### config.mk
export PLATFORM = sky130hd
export DESIGN_NAME = sale_cell
export DESIGN_NICKNAME = d
export VERILOG_FILES = /design/src/rtl/sale_pkg.sv /design/src/rtl/sale_cell.sv
export SDC_FILE = /design/constraint.sdc
export NUM_CORES = 1
export LEC_CHECK = 0
export ABC_AREA = 1
export CAP_MARGIN = 20
export CELL_PAD_IN_SITES_DETAIL_PLACEMENT = 2
export CELL_PAD_IN_SITES_GLOBAL_PLACEMENT = 2
export CORE_ASPECT_RATIO = 1.4
export CORE_UTILIZATION = 34
export CTS_CLUSTER_SIZE = 20
export DETAILED_ROUTE_END_ITERATION = 12
export DONT_BUFFER_PORTS = 1
export GPL_TIMING_DRIVEN = 0
export PLACE_DENSITY = 0.77
export SYNTH_ARGS = -nofsm -noshare
export SYNTH_HDL_FRONTEND = slang
export SYNTH_SLANG_ARGS = --single-unit
export TNS_END_PERCENT = 10
### constraint.sdc
create_clock -name clk -period 6.65 [get_ports clk]
set_input_delay 0.9975 -clock clk [delete_from_list [all_inputs] [get_ports clk]]
set_output_delay 0.9975 -clock clk [all_outputs]
set_load 0.005 [all_outputs]
### src/rtl/sale_pkg.sv
package sale_pkg;

	localparam int DEPTH   = 32;
	localparam int KEY_W   = 32;
	localparam int PAY_W   = 32;
	localparam int MODE_W  = 2;
	localparam int STAT_W  = 2;
	localparam int COUNT_W = 6;
	localparam int IDX_W   = (DEPTH > 1) ? $clog2(DEPTH) : 1;
	localparam int CNT_W   = $clog2(DEPTH + 1);

	localparam logic [MODE_W-1:0] MODE_INSERT = 2'd0;
	localparam logic [MODE_W-1:0] MODE_LOOKUP = 2'd1;
	localparam logic [MODE_W-1:0] MODE_DELETE = 2'd2;
	localparam logic [MODE_W-1:0] MODE_CLEAR  = 2'd3;

	localparam logic [STAT_W-1:0] STAT_OK      = 2'd0;
	localparam logic [STAT_W-1:0] STAT_MISSING = 2'd1;
	localparam logic [STAT_W-1:0] STAT_FULL    = 2'd2;

	typedef enum logic {
		ST_IDLE,
		ST_SEARCH
	} state_t;

	// command broadcast to every cell of the row
	typedef struct packed {
		logic             ins;
		logic             del;
		logic [KEY_W-1:0] key;
		logic [PAY_W-1:0] payload;
		logic [CNT_W-1:0] count;
	} cmd_t;

endpackage

### src/rtl/sale_cell.sv
module sale_cell (
	input  logic                        clk,
	input  sale_pkg::cmd_t              cmd,
	input  logic [sale_pkg::IDX_W-1:0]  idx,
	input  logic                        left_gt,
	input  logic [sale_pkg::KEY_W-1:0]  left_key,
	input  logic [sale_pkg::PAY_W-1:0]  left_payload,
	input  logic [sale_pkg::KEY_W-1:0]  right_key,
	input  logic [sale_pkg::PAY_W-1:0]  right_payload,
	output logic                        gt,
	output logic                        match,
	output logic [sale_pkg::KEY_W-1:0]  key,
	output logic [sale_pkg::PAY_W-1:0]  payload
);
	import sale_pkg::*;

	logic [KEY_W-1:0] key_q;
	logic [PAY_W-1:0] payload_q;
	logic             occupied;
	logic             ge;

	assign occupied = CNT_W'(idx) < cmd.count;
	// an empty slot counts as greater, so a new entry lands at the tail
	assign gt       = !occupied || (cmd.key < key_q);
	assign match    = occupied && (key_q == cmd.key);
	assign ge       = !(key_q < cmd.key);
	assign key      = key_q;
	assign payload  = payload_q;

	always_ff @(posedge clk) begin
		if (cmd.ins && gt) begin
			if (left_gt) begin
				key_q     <= left_key;
				payload_q <= left_payload;
			end else begin
				key_q     <= cmd.key;
				payload_q <= cmd.payload;
			end
		end else if (cmd.del && ge) begin
			// every slot from the first match upward pulls from its right neighbor
			key_q     <= right_key;
			payload_q <= right_payload;
		end
	end

endmodule

Word level (Yosys, flattened, before mapping):

Index checks and enable logic that the tools add are counted.

* output and inout bits: 66
* register bits: 64
* bits of input ports: 207

* magnitude comparators: 3
* equality and inequality tests: 1
* muxes and demuxes: 6
* reductions and logical operators: 7

Operator list (count)
* 32-bit two-way mux: 6
* 32-bit less-than comparator: 2
* 32-bit equality test: 1
* 5-bit by 6-bit less-than comparator with 1-bit output: 1
* 1-bit logical AND: 3
* 1-bit logical NOT: 2
* 2-bit nonzero test: 1
* 1-bit logical OR: 1

Depth between registers and ports, before layout:

Gate-level depths: netlist of the first run.

* depth in word-level cells: 5
* gate-level depth with buffers: 16
* gate-level depth less buffers: 14

Least setup slack after synthesis of the first run:

OpenSTA, ideal clock, no wires.

* path type: input -> register
* start point: input cmd[69] in the netlist's numbering
* end point: register key_q[0], in the netlist key[0] (enable)
* required time: 6.156 ns
* setup slack: 1.277 ns
* stages: 10
* setup time: 0.494 ns
* data arrival time: 4.879 ns
* cell sequence: inv_1 ha_1 nand2_1 nor2_2 and2_2 nand2_1 nor2_2 nand2_1 and3_1 o21ai_1

* word-level cells in the longest chain between the ends: 4

RTL lines
* start: declaration: RTL line sale_cell.sv:3 `input sale_pkg::cmd_t cmd,`
* 32-bit less-than comparator, on equally long branches: RTL line sale_cell.sv:24, sale_cell.sv:26
* 1-bit logical OR or 1-bit logical NOT (tied branches): RTL line sale_cell.sv:24, sale_cell.sv:26
* 1-bit logical AND, on equally long branches: RTL line sale_cell.sv:31, sale_cell.sv:39
* 2-bit nonzero test (no source line) *
* end signal: assignment: RTL line sale_cell.sv:33 `key_q <= left_key;`
* end signal: assignment: RTL line sale_cell.sv:36 `key_q <= cmd.key;`
* end signal: assignment: RTL line sale_cell.sv:41 `key_q <= right_key;`
* end: declaration: RTL line sale_cell.sv:17 `logic [KEY_W-1:0] key_q;`

Every way passes the cells marked *; elsewhere a longest branch is shown, timed or not.
A chain may end at the register's enable or synchronous reset.

Worst setup path after layout of the first run:

* start point: input cmd[65] in the netlist's numbering
* end point: output gt

* word-level cells in the longest chain between the ends: 2

RTL lines
* 32-bit less-than comparator: RTL line sale_cell.sv:24 `assign gt = !occupied || (cmd.key < key_q);`
* 1-bit logical OR: RTL line sale_cell.sv:24
* end: declaration: RTL line sale_cell.sv:10 `output logic gt,`

No other way between the ends.

==> results of run 1 <==
-- layer usage --
metal	share of wire	routed length [µm]	up-vias
li1	-	-	1985
met1	0.35	6010	2047
met2	0.57	9720	192
met3	0.062	1060	22
met4	0.020	338	0
met5	0	0	-
-- path summary, 6_finish.rpt --
check                    startpoint     endpoint  slack (ps)  cells after the start
hold / removal    right_payload[20]  payload[20]         840                      2
setup / recovery            cmd[65]           gt        3080                     10
setup reg to reg            key[31]       key[4]        3680                     13
hold reg to reg             key[23]  payload[31]        1380                      9
-- report_power, final --
group	internal (mW)	leakage, nW	total [mW]	switching, mW
clock	0.367	0.164	0.562	0.195
combinational	0.166	1.70	0.460	0.294
sequential	0.590	0.624	0.668	0.0781
total	1.12	2.49	1.69	0.567
-- layout make-up --
type	count	area share
Multi-Input combinational cell	413	0.449
Sequential cell	64	0.356
Tap cell	182	0.0422
Buffer	38	0.0420
Clock buffer	9	0.0417
Inverter	55	0.0383
Clock inverter	7	0.0220
Timing Repair Buffer	2	0.00881
-- through the flow --
step,cell area (µm²),std cells,util
after floorplan,4760,570,-
after global placement,4990,752,0.369
after detailed placement,5050,754,0.374
after CTS,5400,770,0.399
after global routing,5400,770,0.399
final,5400,770,0.399
-- registers in the layout, indices dropped and copies added, names as in the netlist --
signal,flops
key,32
payload,32
-- cell usage in the layout (no fill, tap or decap), drive strengths merged --
cell type,netlist,routed
nand3,4,4
nor2,13,13
nor3,1,1
ha,36,36
clkbuf,11,20
nand2,204,204
edfxtp,64,64
o21a,1,1
nand4,67,67
nor3b,1,1
mux2,33,33
clkinvlp,0,1
a21o,3,3
bufinv,0,3
o21ai,34,34
and3,2,2
inv,55,56
a21oi,12,12
buf,27,29
and2,2,2
clkinv,0,2
-- logic make-up (layout without fill, tap and decap cells) --
| group | count (synthesis) | count (layout) | synth area share |
|---|---|---|---|
| AO/OA/AOI/OAI | 50 | 50 | 0.0546 |
| adder cells (fa/ha/maj) | 36 | 36 | 0.0945 |
| buffers and inverters | 93 | 111 | 0.0909 |
| flip-flops | 64 | 64 | 0.403 |
| multiplexers | 33 | 33 | 0.0780 |
| AND/OR/NAND/NOR | 294 | 294 | 0.279 |
-- worst register-to-register path, cell delays in order, from the launching register on --
cell and delay [ps]:
edfxtp_1 460, ha_1 350, nand2_1 100, nor2_2 130, and2_2 180, nand2_1 80, nor2_2 100, nand2_1 80
nand4_2 160, nand3_2 100, buf_6 170, buf_6 160, o21ai_4 320, buf_12 270
==> reports/results.ini, run 1 <==
[floorplanning]
start_util=0.353
rows=50
ios=273
die_w_um=102
dieArea_mm2=0.0145
die_h_um=142
core_area_mm2=0.0135

[final_layout]
multiInputGateArea_mm2=0.00242
regArea_mm2=0.00192
fillers=1545
nets=826
syn2layout_area_growth_pct=13.2
antenna_cells=0
drive_above_1_share=0.146

[critical_path]
slowest_delay_ps=310
cp_data_required_time_ps=5650
worst_setup_path_end_kind=output port
path_delay_family=simple AND/OR/NAND/NOR gates
crit_path_frequent_cell=nand2_1
crit_type=input port to output port
critPathLaunchType=input port
crit_chain=inv_1, ha_1, a21oi_1, nand2_1, nand2_1, nand2_1, a21oi_1, nand4_2, buf_6, and2_1
critPathSlowestCell=ha_1
crit_fanout=10
critPathBufInv=2
crit_arrival_ps=2570

[synthesis]
yosys-top-cells-count=nand2_1, nand4_1, edfxtp_1
yosysMostFrequentCell=nand2_1
ys_ff_latch=64
synth_edf_count=64
yosysTopAreaCellShare=0.403
synth_cell_types=29
synth_area_leaders=edfxtp_1, nand2_1, ha_1
synth_ff_type=edfxtp_1
synthArstFlopShare=0
syn_nets=813
avgSynthCellArea_um2=8.36
ys_warn_count=0
synthCells=570
syn_area_mm2=0.00476
yosysTopAreaCell=edfxtp_1
yosysSeqAreaShare=0.403

[sta]
timing.final.crit_share=0.536
layout_setup_ws_ps=3080
finalSetupTns_ps=0
max_freq_mhz=280
finClkSkew_ps=8.16
worst_slew_pin_slew_ps=866
finalHoldViolCount=0
drv_slew=0
relSlewSlack=0.421
rsz0062_at_grt=no
setup_viol=0
whs_ps=842
period_minus_slack_ps=3570

[placed_design]
gp_congestion=0.854
pre_cts_slack_ps=3030
hpwl_um=13700
io_buffers=0

[detailed_routing]
vias=4246
drc=0
drt_iter0_markers=85
vias_per_cell=5.51
postRouteAntennaNets=0
wl_per_cell_um=22.3
wirelength_um=17100
dr.pass1.iters=6

[grt]
met2_usage=0.463
grt-busiest-layer=met2
gr-usage-met1=0.237
grt-ovfl-total=0
antenna_found_initial=0
first_global_vias=4787
grt_pass1_wl_um=25600
grt_max_degree=25
met3_usage=0.0580
grtUsageTotal=0.239

[clocking]
clk_path_buf_depth=2
cts_tree=yes
h-tree-depth=3
clkLatencyLatePin_ps=330
cts.reportedPaths.clkPinSlew_ps=60
post_cts_buffers=0
hold_buffers=0
cts_buffers=9
cts_num_sinks=64
cts_resized=0
ctsRootBufferMaster=clkbuf_16

[pwr]
power_density_mw_per_mm2=313
power.total_mw=1.69
vdd_drop_max_mv=0.115
p_leak_nw=2.49

[flow_run]
cap_violations=0

[run_status]
status=complete, no violations

[min_path]
hp-class=input port to flop

(Power assumes the default switching activity.)
==> inputs of run 2 (changes only) <==
clock period = 3.5 ns   (was 6.65 ns; I/O delays follow)
==> reports/results.ini, run 2 (same netlist as run 1, synthesis figures left out) <==
[run_status]
status=complete, no violations

[flow_run]
cap_violations=0  ; unchanged

[final_layout]
layout.cells.most_common=nand2_1
final_cell_mix=nand2_1, nand4_1, edfxtp_1
final_core_util=0.399  ; -0.000463
syn2layout_area_growth_pct=13.1
final_cells=771  ; +0.13%
drive_above_1_share=0.143  ; -0.00340
nets=826  ; unchanged
fillers=1556  ; +0.71%

[clocking]
ctsRootBufferMaster=clkbuf_16
h-tree-depth=3  ; unchanged
clk_path_buf_depth=2  ; unchanged
post_cts_buffers=0  ; unchanged
cts_buffers=9  ; unchanged
cts_resized=0  ; unchanged
clkLatencyLatePin_ps=330  ; about the same
cts_num_sinks=64  ; unchanged
cts.reportedPaths.clkPinSlew_ps=60  ; about the same
cts_tree=yes
hold_buffers=0  ; unchanged

[placed_design]
gp_congestion=0.846  ; -0.92%
pre_cts_slack_ps=393  ; -2640 ps
dp_cells=754  ; unchanged
hpwl_um=13600  ; -0.38%
io_buffers=0  ; unchanged

[pwr]
power_density_mw_per_mm2=592  ; +89%
combPwrFrac=0.275  ; +0.003
vdd_drop_max_mv=0.250  ; +120%
p_leak_nw=2.49  ; about the same
pwr-share-seq=0.397  ; +0.002
netSwitchingPower_mw=1.06  ; +87%
clkPwrFrac=0.328  ; -0.005
p_int_mw=2.13  ; +90%
swShare=0.333  ; -0.00279

[detailed_routing]
postRouteAntennaNets=0  ; unchanged
vias_per_cell=5.51  ; about the same
drc=0  ; unchanged
wl_per_cell_um=21.8  ; -2.0%
drt_iter0_markers=115  ; +35%
wirelength_um=16800  ; -1.9%
dr.pass1.iters=4  ; -2
vias=4250  ; +0.094%

[sta]
timing.final.crit_share=0.849
rsz0062_at_grt=no
finalHoldViolCount=0  ; unchanged
layout_setup_ws_ps=527  ; -2560 ps
drv_slew=0  ; unchanged
worst_slew_pin_slew_ps=871  ; +5.53 ps
period_minus_slack_ps=2970
setup_viol=0  ; unchanged
relSlewSlack=0.417  ; -0.00370
finClkSkew_ps=7.74  ; -0.415 ps
max_freq_mhz=336

[critical_path]
reg2reg_depth=13  ; unchanged
critPathSlowestCell=edfxtp_1
crit_path_frequent_cell=nand2_1
crit_chain=ha_1, nand2_1, nor2_2, and2_2, nand2_1, nor2_2, nand2_1, nand4_2, nand3_2, buf_6, buf_6, o21ai_4, buf_12
crit_type=flop to flop
cp_data_required_time_ps=3530  ; -2120 ps
crit_fanout=25  ; +15
slowest_delay_ps=450  ; +140 ps
critPathLaunchType=flop
crit_arrival_ps=3000  ; +430 ps
worst_setup_path_end_kind=flop

[grt]
grt_max_degree=26  ; +4.0%
grt-ovfl-total=0  ; unchanged
first_global_vias=4811  ; +0.50%
antenna_found_initial=1  ; +1
grt_pass1_wl_um=25300  ; -1.5%
grtUsageTotal=0.234  ; -0.00546

[min_path]
hp-class=input port to flop
hold_depth=2  ; unchanged

[floorplanning]
die_w_um=102  ; unchanged
start_util=0.353  ; unchanged
ios=273  ; unchanged
die_h_um=142  ; unchanged
dieArea_mm2=0.0145  ; unchanged
core_area_mm2=0.0135  ; unchanged
rows=50  ; unchanged

## run 2: cell count changes in the layout (fill, tap and decap cells not counted), sizes merged
cell	previous run	this run
clkinv	2	4
clkinvlp	1	0
diode	0	1
inv	56	55
## run 2: power groups by stage
| stage | sequential (mW) | combinational, mW | clock (mW) |
|---|---|---|---|
| floorplan | 1.22 | 0.610 | 0 |
| finish | 1.27 | 0.876 | 1.05 |
| global route | 1.29 | 0.996 | 1.09 |
| detailed placement | 1.28 | 0.895 | 0 |
| global placement | 1.29 | 0.803 | 0 |
| CTS | 1.27 | 0.901 | 1.06 |
## run 2: final timing paths
path	start	endpoint	slack (ps)
max	key[31]	payload[22]	530
min	right_key[21]	key[21]	380
max reg2reg	key[31]	payload[22]	530
min reg2reg	key[19]	payload[31]	1380
## run 2: layout make-up
class,instances,area [µm²],area share
Sequential cell,64,1920,0.357
Multi-Input combinational cell,413,2420,0.449
Buffer,38,226,0.0420
Clock inverter,7,110,0.0204
Inverter,55,206,0.0383
Tap cell,182,228,0.0423
Antenna cell,1,2.50,0.000464
Timing Repair Buffer,2,47.5,0.00882
Clock buffer,9,225,0.0418
## run 2: critical path, delay by kind of cell, from the launching register on
kind,cells,cell delay (ps)
simple gates,8,930
buf+inv,3,610
flops,1,450
fa+ha+maj,1,340
compound gates,1,320
## run 2: metal layers
metal	share of wire	track usage	vias to the layer above
met1	0.35	0.225	2056
li1	-	-	1983
met4	0.025	0.0835	0
met2	0.55	0.458	183
met3	0.070	0.0648	28
met5	0	0	-
## run 2: stage by stage
step                      TNS, ps  power (mW)  hold WS, ps  area [µm²]
after global placement     -22160        2.09          704        5000
final                           0        3.19          375        5390
after floorplan                 0        1.83          698        4780
after detailed placement        0        2.18          711        5050
after CTS                       0        3.23          366        5390
after global routing            0        3.38          372        5390
==> inputs of run 3 (changes only) <==
ABC_AREA = 0   (was 1)
CORE_UTILIZATION = 38   (was 34)
PLACE_DENSITY = 0.78   (was 0.77)
clock period = 2.8 ns   (was 3.5 ns; I/O delays follow)
==> reports/results.ini, run 3 <==
[min_path]
hold_depth=1  ; -1
hold_end=payload[20]
min-delay-start=right_payload[20]
hp-class=input port to flop

[synthesis]
syn_area_mm2=0.00461  ; -3.3%
yosysTopAreaCell=edfxtp_1
ys_warn_count=0  ; unchanged
synth_cell_types=35  ; +21%
synthCells=376  ; -34%
yosysMostFrequentCell=edfxtp_1
synth_edf_count=64  ; unchanged
avgSynthCellArea_um2=12.3  ; +47%
synth_ff_type=edfxtp_1
yosys-top-cells-count=edfxtp_1, mux2_4, mux2_2
yosysTopAreaCellShare=0.417  ; +0.0137
syn_nets=619  ; -24%
yosysSeqAreaShare=0.417  ; +0.0137
synthArstFlopShare=0  ; unchanged
ys_ff_latch=64  ; unchanged
synth_area_leaders=edfxtp_1, mux2_4, mux2_2

[detailed_routing]
vias=3306  ; -22%
dr.pass1.iters=4  ; unchanged
drc=0  ; unchanged
wirelength_um=15400  ; -8.7%
vias_per_cell=5.80  ; +5.2%
drt_iter0_markers=51  ; -56%
wl_per_cell_um=26.9  ; +23%
postRouteAntennaNets=0  ; unchanged

[sta]
period_minus_slack_ps=2800  ; -176 ps
finClkSkew_ps=7.57  ; -0.172 ps
worst_slew_pin_slew_ps=682  ; -190 ps
max_freq_mhz=358  ; +6.3%
setup_viol=0  ; unchanged
layout_setup_ws_ps=3.34  ; -524 ps
rsz0062_at_grt=yes
timing.final.crit_share=0.999  ; +0.149
relSlewSlack=0.546  ; +0.129
whs_ps=305  ; -70.2 ps
finalSetupTns_ps=0  ; unchanged
finalHoldViolCount=0  ; unchanged
drv_slew=0  ; unchanged

[pwr]
power_density_mw_per_mm2=659  ; +11%
power.total_mw=3.70  ; +16%
vdd_drop_max_mv=0.294  ; +18%
p_leak_nw=2.30  ; -7.7%

[grt]
first_global_vias=3852  ; -20%
grt_max_degree=17  ; -35%
grt_pass1_wl_um=22000  ; -13%
met3_usage=0.0738  ; +0.00898
gr-usage-met1=0.224  ; -0.00123
antenna_found_initial=1  ; unchanged
grtUsageTotal=0.241  ; +0.00746
grt-busiest-layer=met2
grt-ovfl-total=0  ; unchanged
met2_usage=0.476  ; +0.0184

[placed_design]
hpwl_um=11100  ; -19%
placed_cell_area_mm2=0.00481  ; -4.7%
io_buffers=0  ; unchanged
dp_cells=523  ; -31%
pre_cts_slack_ps=-638  ; -1030 ps
gp_congestion=0.814  ; -3.8%

[critical_path]
r2r-end=payload[31]
crit_arrival_ps=2870  ; -130 ps
crit_chain=ha_4, nand4_4, buf_4, or3_4, a2bb2oi_2, a41oi_2, buf_6, buf_4, buf_4, mux2_2
cp_data_required_time_ps=2880  ; -650 ps
critPathLaunchType=flop
slowest_delay_ps=450  ; about the same
r2r_setup_slack_ps=3  ; -520 ps
reg2reg_depth=10  ; -3
crit_type=flop to flop
critPathSlowestCell=edfxtp_1
crit_fanout=5  ; -80%
crit_path_frequent_cell=buf_4
r2r-start=key[22]
worst_setup_path_end_kind=flop

[floorplanning]
dieArea_mm2=0.0126  ; -13%
ios=273  ; unchanged
rows=47  ; -6.0%
die_w_um=95.1  ; -6.8%
start_util=0.390  ; +0.0373
core_area_mm2=0.0118  ; -13%
die_h_um=132  ; -6.9%

[clocking]
clk_path_buf_depth=2  ; unchanged
cts_buffers=9  ; unchanged
ctsRootBufferMaster=clkbuf_16
h-tree-depth=3  ; unchanged
hold_buffers=0  ; unchanged
cts_num_sinks=64  ; unchanged
cts.reportedPaths.clkPinSlew_ps=60  ; about the same
cts_tree=yes
clkLatencyLatePin_ps=330  ; about the same

[final_layout]
final_core_util=0.475  ; +0.0760
multiInputGateArea_mm2=0.00270  ; +12%
layout.cells.most_common=edfxtp_1
drive_above_1_share=0.409  ; +0.266
final_cells=570  ; -26%
syn2layout_area_growth_pct=21.8
regArea_mm2=0.00192  ; unchanged
final_cell_mix=edfxtp_1, mux2_4, mux2_2
design_area_mm2=0.00561  ; +4.1%
fillers=1182  ; -24%
nets=659  ; -20%

[flow_run]
cap_violations=0  ; unchanged

[run_status]
status=complete, no violations

==> run 3: changes by cell type in the layout (fill, tap and decap cells not counted), sizes merged, moves of 8 or more <==
cell,before,now
nand2,204,39
a21o,3,11
nand4,67,7
inv,55,37
nor2,13,4
mux2,33,97
==> run 3: critical path: cells and delay by family, from the launching register on <==
family	cells	cell delay [ps]
fa+ha+maj	1	330
mux	1	320
simple gates	2	480
buf+inv	4	580
compound gates	2	390
flops	1	450
==> run 3: repair_timing <==
item / in CTS / in global routing
buffers inserted: 22 / 1
endpoints found under the setup margin: 124 / 129
gates resized for setup: 26 / 10
cloned: 7 / 1
pin swaps: 14 / 6
endpoints found under the hold margin: 0 / 0
==> run 3: worst max path at each step <==
stage	start	to	slack [ps]	depth (start not counted)
after CTS	key[19]	payload[30]	-70	12
after global placement	cmd[60]	payload[28]	-570	10
final	key[22]	payload[31]	3	10
after global routing	key[22]	payload[31]	-130	10
after floorplan	cmd[60]	key[0]	7	10
after detailed placement	cmd[61]	payload[19]	-640	10
==> run 3: final cells by class <==
class	count	area share
Clock buffer	9	0.0401
Tap cell	147	0.0328
Antenna cell	2	0.000892
Clock inverter	7	0.00691
Buffer	16	0.0210
Timing Repair Buffer	25	0.0497
Sequential cell	64	0.342
Inverter	37	0.0247
Multi-Input combinational cell	263	0.481
==> run 3: power by group <==
part | switching [mW] | internal [mW] | total (mW)
registers | 0.162 | 1.33 | 1.50
logic | 0.557 | 0.624 | 1.18
clock network | 0.434 | 0.589 | 1.02
total | 1.15 | 2.55 | 3.70
==> run 3: routing by layer <==
| metal | vias up | share of wire |
|---|---|---|
| li1 | 1480 | - |
| met1 | 1628 | 0.33 |
| met2 | 183 | 0.58 |
| met3 | 15 | 0.078 |
| met4 | 0 | 0.014 |
| met5 | - | 0 |
==> run 3: cells by family (layout without fill, tap and decap cells) <==
kind of cell / count (synthesis) / count (layout) / synth area share
fa+ha+maj: 36 / 36 / 0.0977
flops: 64 / 64 / 0.417
mux: 97 / 97 / 0.277
buf+inv: 55 / 94 / 0.0643
simple gates: 62 / 62 / 0.0654
other cells: 0 / 2 / 0
compound gates: 62 / 68 / 0.0785
