$ cat config.mk
export PLATFORM = sky130hd
export DESIGN_NAME = sale_search
export DESIGN_NICKNAME = d
export VERILOG_FILES = /design/src/rtl/sale_pkg.sv /design/src/rtl/sale_search.sv
export SDC_FILE = /design/constraint.sdc
export NUM_CORES = 1
export LEC_CHECK = 0
export ABC_AREA = 1
export BUFFER_PORTS_ARGS = -buffer_cell sky130_fd_sc_hd__buf_2
export CORE_MARGIN = 2
export CORE_UTILIZATION = 40
export CTS_CLUSTER_DIAMETER = 120
export DETAILED_ROUTE_END_ITERATION = 6
export GPL_ROUTABILITY_DRIVEN = 0
export SLEW_MARGIN = 20
export SYNTH_ARGS = -nofsm -noshare
export SYNTH_HDL_FRONTEND = slang
export SYNTH_SLANG_ARGS = --single-unit
$ cat constraint.sdc
create_clock -name clk -period 6.14 [get_ports clk]
set_clock_uncertainty 0.1 [all_clocks]
set_input_delay 0.307 -clock clk [delete_from_list [all_inputs] [get_ports clk]]
set_output_delay 0.307 -clock clk [all_outputs]
set_load 0.005 [all_outputs]
$ cat src/rtl/sale_pkg.sv
package sale_pkg;

	localparam int DEPTH   = 32;
	localparam int KEY_W   = 32;
	localparam int PAY_W   = 32;
	localparam int MODE_W  = 2;
	localparam int STAT_W  = 2;
	localparam int COUNT_W = 6;
	localparam int IDX_W   = (DEPTH > 1) ? $clog2(DEPTH) : 1;
	localparam int CNT_W   = $clog2(DEPTH + 1);

	localparam logic [MODE_W-1:0] MODE_INSERT = 2'd0;
	localparam logic [MODE_W-1:0] MODE_LOOKUP = 2'd1;
	localparam logic [MODE_W-1:0] MODE_DELETE = 2'd2;
	localparam logic [MODE_W-1:0] MODE_CLEAR  = 2'd3;

	localparam logic [STAT_W-1:0] STAT_OK      = 2'd0;
	localparam logic [STAT_W-1:0] STAT_MISSING = 2'd1;
	localparam logic [STAT_W-1:0] STAT_FULL    = 2'd2;

	typedef enum logic {
		ST_IDLE,
		ST_SEARCH
	} state_t;

	// command broadcast to every cell of the row
	typedef struct packed {
		logic             ins;
		logic             del;
		logic [KEY_W-1:0] key;
		logic [PAY_W-1:0] payload;
		logic [CNT_W-1:0] count;
	} cmd_t;

endpackage

$ cat src/rtl/sale_search.sv
module sale_search (
	input  logic                        clk,
	input  logic                        arst_n,
	input  logic                        start,
	input  logic [sale_pkg::CNT_W-1:0]  count,
	input  logic [sale_pkg::KEY_W-1:0]  key,
	input  logic [sale_pkg::KEY_W-1:0]  probe_key,
	input  logic [sale_pkg::PAY_W-1:0]  probe_payload,
	output logic [sale_pkg::IDX_W-1:0]  probe_idx,
	output logic                        done,
	output logic                        hit,
	output logic [sale_pkg::PAY_W-1:0]  hit_payload
);
	import sale_pkg::*;

	logic [CNT_W-1:0] first_q;
	logic [CNT_W-1:0] hi_q;
	logic [KEY_W-1:0] key_q;
	logic [PAY_W-1:0] pay_q;
	logic             active_q;
	logic             done_q;
	logic             hit_q;
	logic [CNT_W:0]   sum;
	logic [CNT_W-1:0] mid;

	// hi_q is one past the last index still in range
	assign sum       = {1'b0, first_q} + {1'b0, hi_q} - (CNT_W + 1)'(1);
	assign mid       = sum[CNT_W:1];
	assign probe_idx = mid[IDX_W-1:0];

	always_ff @(posedge clk or negedge arst_n) begin
		if (!arst_n) begin
			active_q <= 1'b0;
			done_q   <= 1'b0;
			hit_q    <= 1'b0;
		end else if (start) begin
			active_q <= 1'b1;
			done_q   <= 1'b0;
			hit_q    <= 1'b0;
		end else if (active_q) begin
			if (!(first_q < hi_q)) begin
				active_q <= 1'b0;
				done_q   <= 1'b1;
			end else if (!(key_q < probe_key) && !(probe_key < key_q)) begin
				active_q <= 1'b0;
				done_q   <= 1'b1;
				hit_q    <= 1'b1;
			end
		end
	end

	always_ff @(posedge clk) begin
		if (start) begin
			first_q <= '0;
			hi_q    <= count;
			key_q   <= key;
			pay_q   <= '0;
		end else if (active_q && (first_q < hi_q)) begin
			if (key_q < probe_key) begin
				hi_q <= mid;
			end else if (probe_key < key_q) begin
				first_q <= mid + CNT_W'(1);
			end else begin
				pay_q <= probe_payload;
			end
		end
	end

	assign done        = done_q;
	assign hit         = hit_q;
	assign hit_payload = hit_q ? pay_q : '0;

endmodule
; ---- Word-level counts from Yosys, hierarchy flattened
; Index checks and enable logic that the tools add are counted.
; Widths: inputs -> output; s select.
[word_totals]
reg_bits = 79
inputBits = 105
output_inout_bits = 39
word_cells = 45
[op_classes]
add_sub_neg = 3
n_lt_le_gt_ge = 3
n_eq_ne = 1
mux = 15
bitwise_logic = 2
reduce_logical = 14
[op_table]
columns = operator, count
row1 = $lt 32x32->1, 2
row2 = $mux 32, 1
row3 = $mux 6, 3
row4 = $mux 1, 11
row5 = $reduce_bool 2->1, 5
row6 = $reduce_and 3->1, 3
row7 = $add 6x6->7, 1
row8 = $sub 7x1->7 const B, 1
row9 = $add 6x1->6 const B, 1
row10 = $lt 6x6->1, 1
row11 = $reduce_and 2->1, 2
row12 = $ne 3x3->1 const B, 1
row13 = $logic_and 1x1->1, 2
row14 = $logic_not 1->1, 2
row15 = $not 1->1, 2

; ---- Longest topological paths before layout
; Gate-level depths: netlist of run 1.
[logic_depth]
word_depth = 7
ltp_mapped = 18
mapped_depth_nobuf = 17

; ---- Worst setup path after synthesis of run 1
; Ideal clock, no wire load.
[synth_timing]
path_type = flip-flop to flip-flop
from = register first_q[1]
to = register first_q[5]
t_arrival_ps = 2222
required_time_ps = 5928
path_slack_ps = 3706
path_stages_with_launch = 15
period_less_slack_ps = 2434
cell_sequence = dfxtp_1 inv_1 ha_1 inv_1 ha_1 inv_1 fa_1 xnor2_1 inv_1 nor3_1 nand2_1 o21ai_0 nand2_1 nor2_1 nor2_1
[synth_between]
elab_chain_cells = 3
word_cells_on_any_way = 6
cone_classes = 3 x add/sub / 1 x order compare / 2 x reduce/logical
[synth_rtl]
columns = item, line
row1 = start: declaration, sale_search.sv:16  ; logic [CNT_W-1:0] first_q;
row2 = start signal: assignment, sale_search.sv:62  ; first_q <= mid + CNT_W'(1);
row3 = $add 6x6->7, sale_search.sv:27  ; assign sum = {1'b0, first_q} + {1'b0, hi_q} - (CNT_W + 1)'(1);
row4 = $sub 7x1->7, sale_search.sv:27
row5 = net probe_idx (one bit), sale_search.sv:9  ; output logic [sale_pkg::IDX_W-1:0] probe_idx,
row6 = $add 6x1->6, sale_search.sv:62
; The timed path passes the listed nets, and every way through them passes these cells.
; A chain may end at the register's enable or synchronous reset.

; ---- Worst setup path in the final report of run 1
[layout_timing]
from = register key_q[22]
to = register pay_q[25]
[layout_between]
elab_chain_cells = 3
word_cells_on_any_way = 5
cone_classes = 2 x order compare / 2 x bitwise / 1 x reduce/logical
[layout_rtl]
columns = item, line
row1 = start: declaration, sale_search.sv:18  ; logic [KEY_W-1:0] key_q;
row2 = start signal: assignment, sale_search.sv:56  ; key_q <= key;
row3 = "$lt 32x32->1, on equally long branches", "sale_search.sv:61, sale_search.sv:59"
row4 = $not 1->1 (no source line), n/a
row5 = $reduce_and 3->1 (no source line) *, n/a
row6 = end signal: assignment, sale_search.sv:64  ; pay_q <= probe_payload;
row7 = end: declaration, sale_search.sv:19  ; logic [PAY_W-1:0] pay_q;
; Mark *: on every way between the ends. The rest lies on a longest branch, timed or not.

==> impl_metrics.json, run 1 <==
{
  "antenna_violating_nets_post_route": 0,
  "max_freq_mhz": 326,
  "vdd.ir_drop.worst_v": 0.000542,
  "finalNonFillerCells": 954,
  "mappedNetlistNets": 820,
  "per_instance_average_area_after_synthesis_um2": 7.27,
  "groute.usage.overall_pct": 17.1,
  "yosys_warnings": 0,
  "post_route_cells_drive_above_1_share_pct": 21.2,
  "timing.max_slew.rel_slack_pct": 34.5,
  "core.rowCount": 40,
  "port_buffers": 143,
  "layout_worst_path_cycle_share_pct": 49.9,
  "clkSinkCount": 79,
  "drt_pass1_iterations": 4,
  "detailroute.via_count": 4235,
  "cts.repair_timing.setup_buffer_count": 0,
  "power.share.combinational_pct": 44.7,
  "cell_area_after_technology_mapping_um2": 4840,
  "die_w_um": 114,
  "clk_pin_slew_worst_paths_ns": 0.06,
  "cts_root_buf": "sky130_fd_sc_hd__clkbuf_16",
  "totalPowerFinal_mw": 2.22,
  "worstPathRequired_ns": 6.30,
  "placed_cells_incl_taps": 937,
  "relative_contribution_of_the_clock_network_to_total_power_pct": 26.1,
  "cts.htree.levels": 3,
  "drt_iter0_drc": 204,
  "power_density_nw_per_um2": 369,
  "floorplan.io_pins": 144,
  "area.growth.synth_to_final_pct": 24.1,
  "flop_pwr_share_pct": 29.2,
  "drv_cap": 0,
  "final_net_count": 956,
  "setup_viol": 0,
  "worstSkewPairLatency_ns": 0.33,
  "grt_start_max_net_pins": 47,
  "cts-root-to-sink-buffers": 2,
  "antennaDiodeCount": 0,
  "drc": 0,
  "ys_seq_elements": 79,
  "criticalPathCategory": "register to register",
  "hpwl_um": 7920,
  "grt_pass1_wl_um": 17700,
  "startpoint_type": "register",
  "post-route-min-period_ns": 3.06,
  "tritoncts": "done",
  "netlist_instances": 666,
  "crit_arrival_ns": 3.23,
  "grt_pass1_vias": 3981,
  "route.final.wire_length_um": 10600,
  "gr-total-overflow": 0,
  "post_drt_wl_per_cell_um": 11.1,
  "grt_setup_unrepaired": "false",
  "outcome": "completed",
  "leakagePower_nw": 3.54,
  "worstHoldPathType": "input pin to register",
  "switching_power_uw": 822,
  "yosys.cell_types.count": 29,
  "floorplan.initialDensity_pct": 40.7,
  "drv_slew": 0,
  "internal-power_mw": 1.39,
  "synth_sequential_area_ratio_pct": 40.8,
  "worstMarginPinSlew_ns": 0.982,
  "floorplan_core_area_um2": 11900,
  "timing.final.hold_violations": 0,
  "setup_tns_ns": 0,
  "power.share.switching_pct": 37.1,
  "cts-buffers-inserted": 9,
  "viasPerCell": 4.44,
  "design.die.area_um2": 13000,
  "die_h_um": 114,
  "antenna_found_initial": 0,
  "cp_max_fo": 34,
  "critPathCaptureType": "register"
}
[state kept, by name, indices dropped and copies added, names as in the netlist]
register,cells
key_q,32
pay_q,32
first_q,6
hi_q,6
active_q,1
done,1
hit,1
[critical path, stage by stage (launching register included)]
cell,delay (ns)
sky130_fd_sc_hd__edfxtp_1,0.33
sky130_fd_sc_hd__inv_1,0.05
sky130_fd_sc_hd__ha_1,0.27
sky130_fd_sc_hd__nand2_1,0.06
sky130_fd_sc_hd__nor2_1,0.14
sky130_fd_sc_hd__nand4_1,0.17
sky130_fd_sc_hd__nor2_1,0.13
sky130_fd_sc_hd__nand2_1,0.12
sky130_fd_sc_hd__nand2_2,0.49
sky130_fd_sc_hd__nand3_2,0.72
sky130_fd_sc_hd__nand2_1,0.23
sky130_fd_sc_hd__inv_1,0.06
sky130_fd_sc_hd__nor2_1,0.12
[cell usage after synthesis]
library cell               number  area [um^2]
sky130_fd_sc_hd__edfxtp_1      38         1140
sky130_fd_sc_hd__dfxtp_1       38          761
sky130_fd_sc_hd__nor2_1        58          218
sky130_fd_sc_hd__a21oi_1       22          110
sky130_fd_sc_hd__o21ai_0       12         60.1
sky130_fd_sc_hd__nand2_1      164          616
sky130_fd_sc_hd__xnor2_1        3         26.3
sky130_fd_sc_hd__inv_2          1         3.75
sky130_fd_sc_hd__or2_2          3         18.8
sky130_fd_sc_hd__xor2_1         1         8.76
sky130_fd_sc_hd__nor3_4         1         16.3
sky130_fd_sc_hd__fa_1           1         20.0
sky130_fd_sc_hd__ha_1          48          601
sky130_fd_sc_hd__clkbuf_1      10         37.5
sky130_fd_sc_hd__o21a_1         1         7.51
sky130_fd_sc_hd__nand3_1        7         35.0
sky130_fd_sc_hd__nor3_1         1         5.00
sky130_fd_sc_hd__nand3_2        1         10.0
sky130_fd_sc_hd__buf_2         10         50.1
sky130_fd_sc_hd__a21o_1         1         7.51
sky130_fd_sc_hd__nor2_2         1         6.26
sky130_fd_sc_hd__nand2_2        1         6.26
sky130_fd_sc_hd__clkinv_1       1         3.75
sky130_fd_sc_hd__dfrtp_1        3         75.1
sky130_fd_sc_hd__buf_1          2         7.51
sky130_fd_sc_hd__o211ai_1       2         15.0
sky130_fd_sc_hd__nand4_1       35          219
sky130_fd_sc_hd__nor3_2         1         10.0
sky130_fd_sc_hd__inv_1        199          747
[power groups by stage]
stage                     clock network (mW)  registers, mW  logic [mW]
after floorplan                            0          0.652       0.725
after global placement                     0          0.658       0.981
after detailed placement                   0          0.659       0.995
after CTS                              0.594          0.648        1.01
after global routing                   0.616          0.654        1.15
final                                  0.577          0.647       0.990
[per-stage QoR]
| stage | setup WS [ns] | hold WS, ns | area [um^2] | utilization, % |
|---|---|---|---|---|
| after floorplan | 3.71 | -0.0886 | 4840 | - |
| after global placement | 3.08 | 0.0134 | 5670 | 47.6 |
| after detailed placement | 3.02 | 0.0168 | 5670 | 47.6 |
| after CTS | 3.04 | 0.0376 | 6010 | 50.5 |
| after global routing | 2.76 | 0.0348 | 6010 | 50.5 |
| final | 3.08 | 0.0487 | 6010 | 50.5 |
[final cells by class]
| type | count | area, um^2 |
|---|---|---|
| Clock buffer | 14 | 295 |
| Multi-Input combinational cell | 364 | 2020 |
| Clock inverter | 2 | 35.0 |
| Timing Repair Buffer | 147 | 748 |
| Fill cell | 1197 | 5900 |
| Sequential cell | 79 | 1980 |
| Inverter | 201 | 754 |
| Tap cell | 147 | 184 |
[path summary, 6_finish.rpt]
| kind | cells past startpoint | from | endpoint | slack (ns) |
|---|---|---|---|---|
| max reg2reg | 12 | key_q[22]$_DFFE_PP_ | pay_q[25]$_SDFFE_PP0P_ | 3.08 |
| min reg2reg | 4 | pay_q[13]$_SDFFE_PP0P_ | pay_q[13]$_SDFFE_PP0P_ | 0.41 |
| max in group asynchronous | 2 | arst_n | hit$_DFFE_PN0P_ | 5.59 |
| max | 12 | key_q[22]$_DFFE_PP_ | pay_q[25]$_SDFFE_PP0P_ | 3.08 |
| min | 1 | key[28] | key_q[28]$_DFFE_PP_ | 0.05 |
| min in group asynchronous | 2 | arst_n | done$_DFFE_PN0P_ | 0.22 |
[cells by family (layout without fill, tap and decap cells)]
group                    count (synthesis)  in the layout  share of synthesized area [%]
AND/OR/NAND/NOR                        273            273                           24.0
buffers and inverters                  223            364                           17.5
flip-flops                              79             79                           40.8
adder cells (fa/ha/maj)                 49             49                           12.8
AO/OA/AOI/OAI                           38             38                           4.13
XOR/XNOR                                 4              4                          0.724
[repair_timing]
| item | in CTS | in global routing |
|---|---|---|
| hold buffers | 1 | 0 |
| resized for setup | 0 | 0 |
| endpoints found under the hold margin | 3 | 0 |
[layout by cell type (no fill, tap or decap), types with 2 or more instances in the layout]
cell type	synthesis	routed
sky130_fd_sc_hd__a21oi_1	22	22
sky130_fd_sc_hd__buf_2	10	143
sky130_fd_sc_hd__buf_4	0	3
sky130_fd_sc_hd__clkbuf_16	0	10
sky130_fd_sc_hd__clkbuf_8	0	3
sky130_fd_sc_hd__dfrtp_1	3	2
sky130_fd_sc_hd__dfxtp_1	38	38
sky130_fd_sc_hd__edfxtp_1	38	38
sky130_fd_sc_hd__ha_1	48	48
sky130_fd_sc_hd__inv_1	199	199
sky130_fd_sc_hd__nand2_1	164	164
sky130_fd_sc_hd__nand3_1	7	7
sky130_fd_sc_hd__nand4_1	35	35
sky130_fd_sc_hd__nor2_1	58	58
sky130_fd_sc_hd__o211ai_1	2	2
sky130_fd_sc_hd__o21ai_0	12	12
sky130_fd_sc_hd__or2_2	3	3
sky130_fd_sc_hd__xnor2_1	3	3
[per-layer routing]
layer  vias up  wire [um]  track usage, %  share of wire [%]
met1      1883       4910            20.9                 46
met2        77       5240            30.1                 49
met5         -          0               0                  0
met3        11        358            2.82                3.4
li1       2264          -               -                  -
met4         0        128            6.42                1.2
(Power assumes the default switching activity.)
==> run 2: changes to the inputs <==
- ABC_AREA: 1 -> 0
- PLACE_DENSITY: unset -> 0.68
- clock period: 6.14 -> 2.5 ns (I/O delays scaled with it)
==> run 2 against run 1 <==
  * The flow now finishes with violations (setup timing)
  * Sequential cell count unchanged
  * Global-route usage up 3.0 points
  * Synthesized cell count down 31%
  * Via count down 3.7%
  * First-iteration DRC count up 10%
  * Sequential share of layout area down 3.6 points
  * Critical path depth down 1
==> impl_metrics.json, run 2 <==
{
  "worstHoldPathType": "input pin to register",
  "relative_contribution_of_the_clock_network_to_total_power_pct": 17.5,
  "die_h_um": 110,
  "fill_cells": 842,
  "post_route_cells_drive_above_1_share_pct": 33.5,
  "cts_root_buf": "sky130_fd_sc_hd__clkbuf_8",
  "grt_setup_unrepaired": "true",
  "grt_pass1_vias": 4253,
  "failing_checks": "setup timing",
  "ys_async_sr_fraction_pct": 3.80,
  "worstPathRequired_ns": 2.28,
  "top_count_cell_post_synth": "sky130_fd_sc_hd__nand2_1",
  "startpoint_type": "register",
  "cts-buffers-inserted": 9,
  "max_freq_mhz": 393,
  "leakagePower_nw": 3.16,
  "flop_pwr_share_pct": 23.5,
  "synth_enable_flop_cells": 38,
  "drt_pass1_iterations": 5,
  "totalPowerFinal_mw": 6.75,
  "drv_slew": 0,
  "gr-total-overflow": 0,
  "post-synth-top-area-cell": "sky130_fd_sc_hd__edfxtp_1",
  "placed_cells_incl_taps": 751,
  "worstMarginPinSlew_ns": 0.859,
  "antenna_found_initial": 0,
  "core.rowCount": 38,
  "viasPerCell": 4.81,
  "synth_simple_gate_area_share_pct": 17.6,
  "cts-root-to-sink-buffers": 2,
  "final_net_count": 857,
  "main_flop_type_after_synthesis": "sky130_fd_sc_hd__edfxtp_1",
  "path_cells": "inv_2 -> ha_4 -> clkinv_4 -> ha_4 -> inv_2 -> fa_2 -> nand2b_4 -> a21oi_2 -> xor2_1 -> buf_4 -> buf_6",
  "port_buffers": 143,
  "synth.cells.most_frequent": "85 x sky130_fd_sc_hd__nand2_1, 52 x sky130_fd_sc_hd__inv_1, 48 x sky130_fd_sc_hd__ha_1",
  "drc": 0,
  "post-route-min-period_ns": 2.54,
  "synth_area_in_compound_gates_pct": 8.91,
  "floorplan.initialDensity_pct": 41.0,
  "cts.htree.levels": 3,
  "synth_top_family_by_area": "simple AND/OR/NAND/NOR gates",
  "drv_cap": 0,
  "synth-xor-area-share_pct": 0.981,
  "yosys.cell_types.count": 48,
  "crit_arrival_ns": 2.32,
  "post_drt_wl_per_cell_um": 14.4,
  "power.share.combinational_pct": 59.0,
  "cp_num_buf_inv": 5,
  "critical-path-max-stage-delay_ns": 0.38,
  "design.die.area_um2": 12000,
  "cp_max_fo": 2,
  "share_of_cell_area_taken_by_muxes_after_synthesis_pct": 7.65,
  "leading_cell_types_in_the_layout_fill_and_taps_excluded": "142 x sky130_fd_sc_hd__buf_2, 84 x sky130_fd_sc_hd__nand2_1, 72 x sky130_fd_sc_hd__dlygate4sd3_1, 48 x sky130_fd_sc_hd__inv_1, 41 x sky130_fd_sc_hd__ha_1",
  "per_instance_average_area_after_synthesis_um2": 9.77,
  "critPathCaptureType": "output pin",
  "timing.max_slew.rel_slack_pct": 42.8,
  "yosys.area.top_type_share_pct": 25.6,
  "power_density_nw_per_um2": 998,
  "final_hold_slack_ns": 0.134,
  "critical_path.slowest_cell": "sky130_fd_sc_hd__edfxtp_1",
  "setup_viol": 1,
  "antennaDiodeCount": 0,
  "ys_seq_elements": 79,
  "cell_area_after_technology_mapping_um2": 4470,
  "synth_sequential_area_ratio_pct": 44.3,
  "floorplan.io_pins": 144,
  "postLayoutCellArea_um2": 6770,
  "tritoncts": "done",
  "clk_pin_slew_worst_paths_ns": 0.09,
  "groute.usage.overall_pct": 20.1,
  "outcome": "finished, violations left",
  "die_w_um": 110,
  "area.growth.synth_to_final_pct": 51.6,
  "hpwl_um": 8190,
  "route.final.wire_length_um": 12200,
  "worstSkewPairLatency_ns": 0.36,
  "criticalPathCategory": "register to output pin",
  "worst_slack_ns": -0.0420,
  "synth_adder_area_share_pct": 13.9,
  "layout_worst_path_cycle_share_pct": 102,
  "grt_start_max_net_pins": 66,
  "synth.area.top_cells": "sky130_fd_sc_hd__edfxtp_1 26%, sky130_fd_sc_hd__dfxtp_1 17%, sky130_fd_sc_hd__ha_1 13%, sky130_fd_sc_hd__mux2i_1 7.4%, sky130_fd_sc_hd__nand2_1 7.1%",
  "yosys_warnings": 0,
  "setup_tns_ns": -0.0420,
  "mappedNetlistNets": 611,
  "netlist_instances": 457,
  "clkSinkCount": 79,
  "largestRegisters": "key_q (32), pay_q (32)",
  "floorplan_core_area_um2": 10900,
  "worst_path_dominant_cell_family": "adder cells",
  "timing.final.hold_violations": 0,
  "layout.cells.most_common": "sky130_fd_sc_hd__buf_2",
  "finalNonFillerCells": 848,
  "power.share.switching_pct": 35.9,
  "vdd.ir_drop.worst_v": 0.00146,
  "switching_power_mw": 2.42,
  "post_dp_cell_area_um2": 5480,
  "detailroute.via_count": 4080,
  "grt_pass1_wl_um": 18500,
  "internal-power_mw": 4.33,
  "antenna_violating_nets_post_route": 0,
  "drt_iter0_drc": 225
}
-- run 2: cell count changes after synthesis, moves of 29 or more --
cell                      before  now
sky130_fd_sc_hd__nand2_1     164   85
sky130_fd_sc_hd__nor2_1       58   11
sky130_fd_sc_hd__mux2i_1       0   33
sky130_fd_sc_hd__nand4_1      35    6
sky130_fd_sc_hd__inv_1       199   52
sky130_fd_sc_hd__and2_1        0   32
-- run 2: cells by family (layout without fill, tap and decap cells) --
family                   count (synthesis)  in the layout
AND/OR/NAND/NOR                        159            159
flip-flops                              79             79
buffers and inverters                   71            322
AO/OA/AOI/OAI                           60             60
adder cells (fa/ha/maj)                 49             49
multiplexers                            34             34
XOR/XNOR                                 5              5
-- run 2: worst paths after layout --
check                                            start                      to  slack [ns]  cells after the start
min in group asynchronous                       arst_n      active_q$_DFF_PN0_        0.55                      3
max in group asynchronous                       arst_n         hit$_DFFE_PN0P_        1.61                      3
worst max-delay path                 hi_q[1]$_DFFE_PP_            probe_idx[4]       -0.04                     11
worst min-delay path                             start      key_q[7]$_DFFE_PP_        0.13                      1
worst min register to register  pay_q[13]$_SDFFE_PP0P_  pay_q[13]$_SDFFE_PP0P_        0.36                      2
worst max register to register     key_q[30]$_DFFE_PP_  pay_q[22]$_SDFFE_PP0P_        0.05                     10
-- run 2: layout make-up --
type	count	area [um^2]	area share, %
clock inverter	2	36.3	0.536
clock buffer	14	226	3.35
inverter	55	211	3.12
multi-input combinational	307	2370	35.0
timing repair buffer	251	1770	26.2
sequential	79	1980	29.3
tap	140	175	2.59
-- run 2: worst reg2reg max path, stage by stage, from the launching register on --
cell and delay, ns:
sky130_fd_sc_hd__edfxtp_1 0.34, sky130_fd_sc_hd__inv_1 0.05, sky130_fd_sc_hd__ha_1 0.28, sky130_fd_sc_hd__nand4_1 0.18, sky130_fd_sc_hd__nor3_1 0.28, sky130_fd_sc_hd__nand2_1 0.12
sky130_fd_sc_hd__and4_1 0.26, sky130_fd_sc_hd__a211oi_4 0.21, sky130_fd_sc_hd__buf_6 0.17, sky130_fd_sc_hd__buf_12 0.15, sky130_fd_sc_hd__mux2i_1 0.22
-- run 2: per-layer routing --
layer	up-vias	routed length (um)	GRT usage [%]
met5	-	0	0
met4	0	345	11.1
met3	30	403	3.62
met2	104	6320	35.4
met1	1898	5140	22.8
li1	2048	-	-
-- run 2: through the flow --
step,util (%),worst slack [ns]
after global routing,62.2,-0.111
final,62.2,-0.0420
after floorplan,-,0.0198
after CTS,60.7,-0.102
after detailed placement,50.3,-0.0849
after global placement,50.3,0.0210
-- run 2: repair_timing --
action	CTS	global route
setup endpoints to repair	39	49
setup buffers	6	2
gates cloned	1	1
hold buffers	72	0
pin swaps	8	6
endpoints found under the hold margin	73	0
gates resized for setup	19	23
-- run 2: power groups by stage --
stage,sequential [mW],combinational (mW),clock [mW]
floorplan,1.60,1.69,0
global placement,1.60,2.92,0
detailed placement,1.61,3.00,0
CTS,1.58,3.50,1.20
global route,1.60,4.35,1.26
finish,1.59,3.99,1.18
==> run 3: changes to the inputs <==
- ABC_AREA: 0 -> unset
- CORE_MARGIN: 2 -> unset
==> run 3 against run 2 <==
  * The run now ends clean
  * Clock-buffer cell count up 2
  * Utilization up 0.73 points
  * Sequential power about the same
  * Total power down 3.0%
  * Combinational power up 2%
  * Die area down 3.6%
  * Highest routed layer unchanged
==> impl_metrics.json, run 3 (synthesis results as in run 2) <==
{
  "floorplan_core_area_um2": 10800,
  "totalPowerFinal_mw": 6.55,
  "grt_setup_unrepaired": "true",
  "fill_cells": 887,
  "layout_worst_path_cycle_share_pct": 98.8,
  "setup_tns_ns": 0,
  "antenna_violating_nets_post_route": 0,
  "vdd.ir_drop.worst_v": 0.00189,
  "antennaDiodeCount": 0,
  "flop_pwr_share_pct": 24.3,
  "leading_cell_types_in_the_layout_fill_and_taps_excluded": "142 x sky130_fd_sc_hd__buf_2, 84 x sky130_fd_sc_hd__nand2_1, 71 x sky130_fd_sc_hd__dlygate4sd3_1, 48 x sky130_fd_sc_hd__inv_1, 42 x sky130_fd_sc_hd__buf_4",
  "largestRegisters": "key_q (32), pay_q (32)",
  "critPathCaptureType": "output pin",
  "power.share.switching_pct": 35.9,
  "final_hold_slack_ns": 0.0278,
  "worstPathRequired_ns": 2.28,
  "viasPerCell": 4.81,
  "crit_arrival_ns": 2.24,
  "final_net_count": 867,
  "grt_start_max_net_pins": 66,
  "worstHoldPathType": "input pin to async pin",
  "die_h_um": 108,
  "antenna_found_initial": 0,
  "area.sequential_um2": 1980,
  "core.rowCount": 38,
  "detailroute.via_count": 4126,
  "leakagePower_nw": 3.16,
  "layout.cells.most_common": "sky130_fd_sc_hd__buf_2",
  "cts_root_buf": "sky130_fd_sc_hd__clkbuf_8",
  "drt_pass1_iterations": 4,
  "multi_input_comb_area_um2": 2430,
  "power_density_nw_per_um2": 961,
  "grt_pass1_vias": 4176,
  "gr-total-overflow": 0,
  "drv_slew": 0,
  "hpwl_um": 7900,
  "port_buffers": 143,
  "grt_pass1_wl_um": 18400,
  "post-route-min-period_ns": 2.47,
  "max_freq_mhz": 405,
  "criticalPathCategory": "register to output pin",
  "timing.final.hold_violations": 0,
  "drc": 0,
  "postLayoutCellArea_um2": 6820,
  "clkSinkCount": 79,
  "timing.max_slew.rel_slack_pct": 42.5,
  "worstSkewPairLatency_ns": 0.34,
  "post_route_cells_drive_above_1_share_pct": 34.5,
  "internal-power_mw": 4.20,
  "floorplan.initialDensity_pct": 41.2,
  "area.growth.synth_to_final_pct": 52.7,
  "outcome": "completed",
  "post_drt_wl_per_cell_um": 14.0,
  "groute.usage.overall_pct": 20.3,
  "design.die.area_um2": 11600,
  "cts-buffers-inserted": 9,
  "detailedPlace.worstSlack_ns": -0.112,
  "power.share.combinational_pct": 62.1,
  "tritoncts": "done",
  "cts-root-to-sink-buffers": 2,
  "startpoint_type": "register",
  "relative_contribution_of_the_clock_network_to_total_power_pct": 13.7,
  "route.final.wire_length_um": 12000,
  "drt_iter0_drc": 192,
  "die_w_um": 108,
  "setup_viol": 0,
  "clk_pin_slew_worst_paths_ns": 0.08,
  "switching_power_mw": 2.35,
  "worst_slack_ns": 0.0303,
  "cts.htree.levels": 3,
  "cp_max_fo": 3,
  "worstMarginPinSlew_ns": 0.863,
  "drv_cap": 0,
  "post_dp_cell_area_um2": 5530,
  "floorplan.io_pins": 144
}
[run 3: cell types whose count changed in the layout (fill, tap and decap cells not counted), sizes merged]
cell | before | now
buf | 178 | 189
clkbuf | 15 | 17
bufinv | 1 | 0
clkinv | 1 | 0
dlygate4sd3 | 72 | 71
[run 3: worst paths after layout]
kind                                                end                    from  slack, ns  cells after the start
worst max-delay path                       probe_idx[4]       hi_q[1]$_DFFE_PP_       0.03                     11
worst min register to register   pay_q[20]$_SDFFE_PP0P_  pay_q[20]$_SDFFE_PP0P_       0.35                      2
worst max register to register  first_q[5]$_SDFFE_PP0P_       hi_q[1]$_DFFE_PP_       0.03                     14
min in group clk                    key_q[27]$_DFFE_PP_                   start       0.08                      1
max in group asynchronous            active_q$_DFF_PN0_                  arst_n       2.17                      2
worst min-delay path                   done$_DFFE_PN0P_                  arst_n       0.03                      2
[run 3: timing repair]
action                                 CTS  global route
setup endpoints to repair               36            41
gates resized for setup                 16            31
setup buffers                            6             5
gates cloned                             1             1
hold buffers                            71             0
pin swaps                                9            12
endpoints found under the hold margin   73             0
[run 3: layer usage]
layer / vias to the layer above / share of wire, % / track usage (%)
met5: - / 0 / 0
met4: 0 / 3.1 / 9.49
met3: 36 / 3.1 / 3.39
met2: 107 / 52 / 37.1
met1: 1923 / 42 / 22.9
li1: 2060 / - / -
[run 3: power groups by stage]
stage	sequential, mW	combinational (mW)	clock, mW
after global placement	1.61	3.11	0
final	1.59	4.07	0.895
after CTS	1.58	3.70	0.914
after global routing	1.60	4.40	0.965
after floorplan	1.60	1.69	0
after detailed placement	1.61	3.19	0
[run 3: worst max-delay path, cell delays in order (launching register included)]
cell and delay (ns):
sky130_fd_sc_hd__edfxtp_1 0.38, sky130_fd_sc_hd__inv_2 0.09, sky130_fd_sc_hd__ha_4 0.21, sky130_fd_sc_hd__inv_4 0.06, sky130_fd_sc_hd__ha_4 0.13, sky130_fd_sc_hd__inv_2 0.03
sky130_fd_sc_hd__fa_2 0.33, sky130_fd_sc_hd__nand2b_4 0.14, sky130_fd_sc_hd__a21oi_2 0.13, sky130_fd_sc_hd__xor2_1 0.15, sky130_fd_sc_hd__buf_4 0.14, sky130_fd_sc_hd__buf_6 0.08
[run 3: per-stage QoR]
step                      instances  util (%)
after floorplan                 457         -
after global placement          758      51.0
after detailed placement        758      51.0
after CTS                       852      60.7
after global routing            858      62.9
final                           858      62.9
[run 3: cell type report]
| class | count | share of cell area, % |
|---|---|---|
| Inverter | 55 | 3.06 |
| Clock buffer | 16 | 2.66 |
| Tap cell | 140 | 2.57 |
| Sequential cell | 79 | 29.0 |
| Timing Repair Buffer | 261 | 27.0 |
| Multi-Input combinational cell | 307 | 35.6 |
